**src/sv/mase_pkg.sv**
```systemverilog
package mase_pkg;

    localparam int FRAC_BITS  = 16;
    localparam int LEN_W      = 9;
    localparam int FACTOR_W   = 17;
    localparam int CFG_IDX_W  = 2;
    localparam int CFG_DATA_W = 17;
    localparam int MEAN_W     = 32;
    localparam int EMA_OUT_W  = 48;

    localparam logic [CFG_IDX_W-1:0] REG_WINDOW_LENGTH    = 2'd0;
    localparam logic [CFG_IDX_W-1:0] REG_SMOOTHING_FACTOR = 2'd1;

    localparam logic [LEN_W-1:0]    WINDOW_LENGTH_RST = 9'd5;
    localparam logic [FACTOR_W-1:0] FACTOR_RST        = 17'd21845;
    localparam logic [FACTOR_W-1:0] ONE_Q16           = 17'd65536;

    // controller to datapath
    typedef struct packed {
        logic accept;
        logic mul;
        logic upd;
        logic div_load;
        logic div_step;
        logic out_load;
    } t_cmd;

    // datapath to controller
    typedef struct packed {
        logic out_free;
    } t_status;

endpackage

```
**src/sv/mase_ctrl.sv**
```systemverilog
module mase_ctrl #(
    parameter int DIV_STEPS = 40
) (
    input  logic              i_clk,
    input  logic              i_rst_n,
    input  logic              i_in_valid,
    output logic              o_in_ready,
    input  mase_pkg::t_status i_status,
    output mase_pkg::t_cmd    o_cmd
);
    import mase_pkg::*;

    localparam int CNT_W = $clog2(DIV_STEPS);

    localparam logic [2:0] S_IDLE  = 3'd0;
    localparam logic [2:0] S_MUL   = 3'd1;
    localparam logic [2:0] S_UPD   = 3'd2;
    localparam logic [2:0] S_DLOAD = 3'd3;
    localparam logic [2:0] S_DIV   = 3'd4;
    localparam logic [2:0] S_OUT   = 3'd5;

    logic [2:0]       r_state, n_state;
    logic [CNT_W-1:0] r_cnt, n_cnt;

    always_comb begin
        n_state    = r_state;
        n_cnt      = r_cnt;
        o_cmd      = '0;
        o_in_ready = 1'b0;
        unique case (r_state)
            S_IDLE: begin
                o_in_ready = 1'b1;
                if (i_in_valid) begin
                    o_cmd.accept = 1'b1;
                    n_state      = S_MUL;
                end
            end
            S_MUL: begin
                o_cmd.mul = 1'b1;
                n_state   = S_UPD;
            end
            S_UPD: begin
                o_cmd.upd = 1'b1;
                n_state   = S_DLOAD;
            end
            S_DLOAD: begin
                o_cmd.div_load = 1'b1;
                n_cnt          = CNT_W'(DIV_STEPS - 1);
                n_state        = S_DIV;
            end
            S_DIV: begin
                o_cmd.div_step = 1'b1;
                n_cnt          = r_cnt - 1'b1;
                if (r_cnt == '0) begin
                    n_state = S_OUT;
                end
            end
            S_OUT: begin
                if (i_status.out_free) begin
                    o_cmd.out_load = 1'b1;
                    n_state        = S_IDLE;
                end
            end
            default: begin
                n_state = S_IDLE;
            end
        endcase
    end

    always_ff @(posedge i_clk) begin
        if (!i_rst_n) begin
            r_state <= S_IDLE;
            r_cnt   <= '0;
        end else begin
            r_state <= n_state;
            r_cnt   <= n_cnt;
        end
    end

endmodule

```
**config.mk**
```make
export PLATFORM = sky130hd
export DESIGN_NAME = mase_ctrl
export DESIGN_NICKNAME = d
export VERILOG_FILES = /design/src/sv/mase_pkg.sv /design/src/sv/mase_ctrl.sv
export SDC_FILE = /design/constraint.sdc
export NUM_CORES = 1
export LEC_CHECK = 0
export BUFFER_PORTS_ARGS = -buffer_cell sky130_fd_sc_hd__buf_4
export CAP_MARGIN = 15
export CORE_AREA = 4 4 41 43
export DETAILED_ROUTE_END_ITERATION = 6
export DIE_AREA = 0 0 45 47
export GPL_TIMING_DRIVEN = 0
export PLACE_DENSITY = 0.62
export SYNTH_ARGS = -nofsm -noshare
export SYNTH_HDL_FRONTEND = slang
export SYNTH_SLANG_ARGS = --single-unit
```
**constraint.sdc**
```tcl
create_clock -name i_clk -period 2.05 [get_ports i_clk]
set_input_delay 0.1025 -clock i_clk [delete_from_list [all_inputs] [get_ports i_clk]]
set_output_delay 0.1025 -clock i_clk [all_outputs]
set_load 0.01 [all_outputs]
```
# Word-level counts from Yosys, hierarchy flattened
# Index checks and enable logic that the tools add are counted.
# word_totals
output_inout_bits	7
wordCells	29
in_bits	4
register_bits	9
# classes
reduce_logical	4
mux	14
addsub	1
n_eq_ne	8
# op_table
op	count
$pmux W3 S6	1
$pmux W6 S2	1
$mux W1	9
$mux W3	3
$eq A3 B2 Y1 const B	2
$eq A3 B3 Y1 const B	2
$logic_not A6 Y1	1
$ne A2 B2 Y1 const B	3
$sub A6 B1 Y6 const B	1
$eq A3 B1 Y1 const B	1
$logic_not A3 Y1	1
$reduce_and A3 Y1	1
$reduce_bool A2 Y1	1

# Logic depth before layout (Yosys ltp)
# Gate-level depths: netlist of run 1.
# depth
word_depth	3
mapped_depth	5
ltp_nobuf	4

# Least setup slack after synthesis of run 1
# No wires, ideal clock.
# synth_path
kind	flip-flop to flip-flop
startpoint	register r_state[0]
endpoint	register r_cnt[5]
setup_slack_ns	0.520
path_stages_with_launch	5
n_path_buf	1
t_required_ns	1.976
arrival_time_ns	1.456
setup_ns	0.074
synth_period_minus_slack_ns	1.530
cell_sequence	dfxtp_1 -> buf_4 -> or3b_4 -> or4_1 -> a31oi_1
# synth_via
elab_chain_len	2
word_cells_on_any_way	4
classes_between	eq/ne (2); mux (1); reduce/logical (1)
# synth_rtl
element	line	text
start: declaration	mase_ctrl.sv:22	logic [2:0] r_state, n_state;
start signal: assignment	mase_ctrl.sv:75	r_state <= n_state;
$eq A3 B3 Y1 / $eq A3 B2 Y1 (equally long branches)	mase_ctrl.sv:30	unique case (r_state)
$pmux W6 S2 / $reduce_bool A2 Y1 (equally long branches)	-	
end signal: assignment	mase_ctrl.sv:76	r_cnt <= n_cnt;
end: declaration	mase_ctrl.sv:23	logic [CNT_W-1:0] r_cnt, n_cnt;
# Parallel ways exist; a longest one is shown, timed or not.
# A chain may end at the register's enable or synchronous reset.

# Final worst setup path of run 1
# Same ends and word-level chain as after synthesis.

==> flow_summary.ini, run 1 <==
[timing]
finalCriticalPeriod_ns = 1.60
setup_viol = 0
hold-worst-slack_ns = 0.100
fmax_mhz = 625
rsz0062_at_grt = no
finalHoldViolations = 0
relSlewSlack_pct = 74.0
skew_ns = 0.00625
finalMaxSlewViolations = 0
tns_ns = 0
fin_crit_sh_pct = 78.1
worstMarginPinSlew_ns = 0.390

[routing]
dr.pass1.iters = 4
ant_nets = 0
wire_per_inst_um = 11.9
drc = 0
num_vias = 463
via_per_inst = 5.26
wl_um = 1050
first_iter_violations = 18

[synthesis]
syn_area_um2 = 504
ys_warn_count = 0
synth_flop_cell = dfxtp_1
synth.distinct_cells = 30
synthAdderAreaFrac_pct = 4.96
synth-async-reset-ratio_pct = 0
synthTopCellsByArea = dfxtp_1 (36%), ha_1 (5.0%), inv_1 (3.7%)
synth.ff_latch_count = 9
synth-compound-area-share_pct = 19.1
yosysTopAreaCellShare_pct = 35.7
syn-instance-count = 59
synth_edf_count = 0
syn-num-nets = 65
synth_simple_gate_area_share_pct = 28.3
synth-xor-area-share_pct = 1.74
post_synth.cell_area_avg_um2 = 8.55
synthMuxAreaShare_pct = 1.99
yosysSeqAreaShare_pct = 35.7
synth_largest_area_cell = dfxtp_1
synth_top_family_by_area = simple AND/OR/NAND/NOR gates

[cts]
cts_max_level = 1
root_buffer = clkbuf_4
cts_buffer_depth = 2
cts_tree = built
clkSlewWorstSetupHoldPaths_ns = 0.06
holdBufCountCts = 0
clock_latency_ns = 0.26
post_cts_resized = 0
cts_buffers = 3
clock_sinks = 9
post_cts_buffers = 0

[worst_setup_path]
worstPathArrival_ns = 1.79
ff2ff_setup_slack_ns = 0.45
cp-start-kind = flip-flop
end_kind = flip-flop
crit_fanout = 10
reg2reg_from = r_state[0]
cp_data_required_time_ns = 2.24
reg2reg_depth = 4
worstSetupPathType = flip-flop to flip-flop
reg2reg_to = r_cnt[5]

[placed_design]
io_buffers = 10
place.gp.congestion = 0.777
dp_cells = 84
dp_hpwl_um = 753

[outcome]
status = completed

[die]
die_w_um = 45
die_y_um = 47
start_util_pct = 38.8
core_area_um2 = 1300
ioPinCount = 11
dieArea_um2 = 2120
std_cell_rows = 13

[pwr]
power_mw = 0.477
power.leakage_nw = 0.269
irDropWorstVdd_mv = 0.338
p_per_area_nw_per_um2 = 764

[finish]
antenna_cells = 0
final_common_cell = buf_4
final_cells = 88
multi_input_area_um2 = 283
final_util_pct = 48.0
area_growth_pct = 23.8
layout-drive-gt1-share_pct = 23.3
nets = 80
final_cell_mix = buf_4 (11), dfxtp_1 (9), inv_1 (5), nor2_1 (4)
nFillCells = 144
ff_latch_area_um2 = 180

[global_route]
antenna_found_initial = 0
grt.total_usage_pct = 11.5
grt_pass1_vias = 428
grt_pass1_wl_um = 1770
overflow = 0
grt_max_degree = 11

[worst_hold_path]
holdPathEnd = r_state[0]
hold_start = i_rst_n
hold_class = primary input to flip-flop
holdPathStages = 2

[run]
drv_cap = 0
## flip-flops by register name (all words and copies together), names as in the netlist
register	flops
r_cnt	6
r_state	3
## stage by stage
stage | cell area, µm² | setup slack [ns]
final | 624 | 0.449
after global routing | 624 | 0.316
after CTS | 624 | 0.443
after detailed placement | 598 | 0.457
after global placement | 598 | 0.481
after floorplan | 504 | 0.520
## cells in the mapped netlist, drive strengths merged, types with 2 or more instances
master / number
dfxtp: 9
inv: 5
nor2: 4
a21oi: 3
nand2b: 3
nor3: 3
a211oi: 2
a31oi: 2
buf: 2
ha: 2
nand2: 2
nand3: 2
nor3b: 2
o21ai: 2
or4: 2
## power by group
group | internal, mW | switching [mW]
clock network | 0.0750 | 0.0618
logic | 0.0691 | 0.0708
registers | 0.190 | 0.00970
## logic make-up after synthesis
group / Yosys count
compound gates: 14
xor+xnor: 1
fa+ha+maj: 2
buf+inv: 8
flops: 9
mux: 1
simple gates: 24
## worst max-delay path, cell delays in order (launching register included)
cell and delay, ns:
dfxtp_1 0.29, buf_4 0.16, or3b_4 0.41, or4_1 0.50, a31oi_1 0.17
## worst max-delay path by stage
stage / startpoint / to / slack (ns) / cells past startpoint
2_1_floorplan: r_state[0] / r_cnt[5] / 0.52 / 4
3_3_place_gp: r_state[0] / r_cnt[5] / 0.48 / 4
3_5_place_dp: r_state[2] / r_cnt[5] / 0.46 / 4
4_1_cts: r_state[2] / r_cnt[5] / 0.44 / 4
5_1_grt: r_state[1] / o_cmd[2] / 0.32 / 4
6_report: r_state[0] / r_cnt[5] / 0.45 / 4
## per-layer routing
layer / vias to the layer above / global-route usage, % / wire, µm
li1: 241 / - / -
met2: 14 / 18.4 / 409
met1: 203 / 14.2 / 534
met5: - / 0 / 0
met3: 5 / 2.30 / 72
met4: 0 / 7.02 / 30
## area by class of cell
type / count / share of cell area [%]
repair buffers: 10 / 12.0
plain buffers: 3 / 3.61
well taps: 15 / 3.01
flip-flops and latches: 9 / 28.9
clock buffers: 4 / 4.21
inverters: 5 / 3.01
multi-input cells: 42 / 45.3
No activity file was read; power rests on OpenSTA's default activity.
==> run 2, diff against run 1 <==
--- a/config.mk
+++ b/config.mk
@@ -5,13 +5,14 @@
 export SDC_FILE = /design/constraint.sdc
 export NUM_CORES = 1
 export LEC_CHECK = 0
+export ABC_AREA = 1
 export BUFFER_PORTS_ARGS = -buffer_cell sky130_fd_sc_hd__buf_4
 export CAP_MARGIN = 15
 export CORE_AREA = 4 4 41 43
 export DETAILED_ROUTE_END_ITERATION = 6
 export DIE_AREA = 0 0 45 47
 export GPL_TIMING_DRIVEN = 0
-export PLACE_DENSITY = 0.62
+export PLACE_DENSITY = 0.64
 export SYNTH_ARGS = -nofsm -noshare
 export SYNTH_HDL_FRONTEND = slang
 export SYNTH_SLANG_ARGS = --single-unit
==> constraint.sdc (replaced) <==
create_clock -name i_clk -period 1.3 [get_ports i_clk]
set_input_delay 0.065 -clock i_clk [delete_from_list [all_inputs] [get_ports i_clk]]
set_output_delay 0.065 -clock i_clk [all_outputs]
set_load 0.01 [all_outputs]
==> run 2 against run 1 <==
Net effect: register-to-register slack got worse by 0.25 ns; critical path type is now flip-flop to primary output; clock power increased by 59%; sequential power increased by 64%; highest routed layer unchanged; first-iteration DRC count unchanged.
==> flow_summary.ini, run 2 <==
[synthesis]
synth_flop_cell = dfxtp_1
post_synth.cell_area_avg_um2 = 6.48
synth_common_cells = inv_1 (15), nor2_1 (13), nand2_1 (10), dfxtp_1 (9)
yosysSeqAreaShare_pct = 35.6
synthTopCellsByArea = dfxtp_1 (36%), inv_1 (11%), nor2_1 (9.7%)
synth_most_common_cell = inv_1
syn-num-nets = 84
synth.ff_latch_count = 9
synth_edf_count = 0
syn-instance-count = 78
synth_largest_area_cell = dfxtp_1
syn_area_um2 = 505
yosysTopAreaCellShare_pct = 35.6
synth.distinct_cells = 16
ys_warn_count = 0
synth-async-reset-ratio_pct = 0

[finish]
regMostFlops = r_cnt
largest_register_ffs = 6
final_cells = 107
multi_input_area_um2 = 262
final_common_cell = inv_1
nets = 99
ff_latch_area_um2 = 183
top_regs = r_cnt x6, r_state x3
area_growth_pct = 25.0
final_area_um2 = 632
final_cell_mix = inv_1 (15), nor2_1 (13), nand2_1 (10), buf_4 (10)
layout-drive-gt1-share_pct = 25.0
nFillCells = 154
antenna_cells = 0

[worst_hold_path]
hold_class = primary input to flip-flop

[timing]
tns_ns = 0
finalHoldViolations = 0
setup_viol = 0
skew_ns = 0.00524
finalCriticalPeriod_ns = 1.19
finalMaxSlewViolations = 0
rsz0062_at_grt = yes
setup_slack_ns = 0.111
fin_crit_sh_pct = 91.5
relSlewSlack_pct = 85.1
fmax_mhz = 841
worstMarginPinSlew_ns = 0.221

[placed_design]
dp_slack_ns = 0.177
dp_hpwl_um = 809
place.gp.congestion = 0.794
io_buffers = 10
dp_cells = 103
place_area_um2 = 599

[cts]
cts_max_level = 1
clock_latency_ns = 0.27
clkSlewWorstSetupHoldPaths_ns = 0.06
cts_buffer_depth = 2
post_cts_buffers = 0
cts_tree = built
cts_buffers = 3
holdBufCountCts = 0
clock_sinks = 9
root_buffer = clkbuf_4

[global_route]
grt_pass1_vias = 449
grt.total_usage_pct = 12.3
antenna_found_initial = 0
grt_pass1_wl_um = 1840
overflow = 0
grt_max_degree = 8

[die]
core_area_um2 = 1300
die_y_um = 47
die_w_um = 45
dieArea_um2 = 2120
ioPinCount = 11
start_util_pct = 38.8
std_cell_rows = 13

[worst_setup_path]
ff2ff_setup_slack_ns = 0.20
cp-start-kind = flip-flop
cp_data_required_time_ns = 1.24
worstSetupPathType = flip-flop to primary output
worstPathArrival_ns = 1.12
crit_fanout = 7
end_kind = primary output

[routing]
dr.pass1.iters = 3
wire_per_inst_um = 9.49
first_iter_violations = 18
via_per_inst = 4.72
wl_um = 1020
num_vias = 505
ant_nets = 0
drc = 0

[pwr]
p_per_area_nw_per_um2 = 1220
power.leakage_nw = 0.320
irDropWorstVdd_mv = 0.680

[outcome]
status = completed

[run]
drv_cap = 0
run 2: path summary, 6_finish.rpt:
| path | startpoint | end | cells after the start |
|---|---|---|---|
| max reg2reg | r_state[1] | r_cnt[5] | 7 |
| min | i_rst_n | r_cnt[2] | 3 |
| max | r_state[1] | o_cmd[1] | 4 |
| min reg2reg | r_cnt[3] | r_cnt[3] | 2 |
run 2: logic make-up after synthesis:
group | after synthesis | share of synthesized area [%]
AND/OR/NAND/NOR | 39 | 34.7
buffers and inverters | 17 | 12.6
AO/OA/AOI/OAI | 11 | 12.1
flip-flops | 9 | 35.6
adder cells (fa/ha/maj) | 2 | 4.95
run 2: what timing repair did:
action | in CTS | in global routing
endpoints found under the hold margin | 0 | 0
endpoints found under the setup margin | 0 | 3
resized for setup | 0 | 3
run 2: stage by stage:
step / hold slack (ns) / util (%) / power (mW)
6_report: 0.00899 / 48.6 / 0.769
5_1_grt: 0.00823 / 48.6 / 0.836
4_1_cts: 0.00649 / 48.2 / 0.777
3_5_place_dp: 0.284 / 46.1 / 0.558
3_3_place_gp: 0.282 / 46.1 / 0.554
2_1_floorplan: 0.163 / - / 0.484
run 2: layout make-up:
class                      instances  area share, %
sequential                         9           28.9
timing repair buffer              10           11.9
inverter                          17           10.5
clock buffer                       3           3.56
tap                               15           2.97
multi-input combinational         52           41.4
clock inverter                     1          0.792
run 2: worst max-delay path, stage by stage (launching register included):
cell     delay (ns)
dfxtp_1        0.35
nor2_2         0.15
nand2_2        0.14
inv_4          0.11
buf_4          0.12
run 2: power by group:
| group | switching [mW] | total (mW) | internal [mW] |
|---|---|---|---|
| logic | 0.126 | 0.222 | 0.0961 |
| clock network | 0.104 | 0.218 | 0.114 |
| registers | 0.0250 | 0.329 | 0.304 |
| total | 0.255 | 0.769 | 0.514 |
run 2: layer usage:
metal	share of wire, %	vias up	wire, µm	global-route usage, %
met5	0	-	0	0
met4	3.3	0	34	8.77
met3	6.5	5	66	2.68
met2	45	13	461	20.1
met1	45	215	453	14.2
li1	-	272	-	-
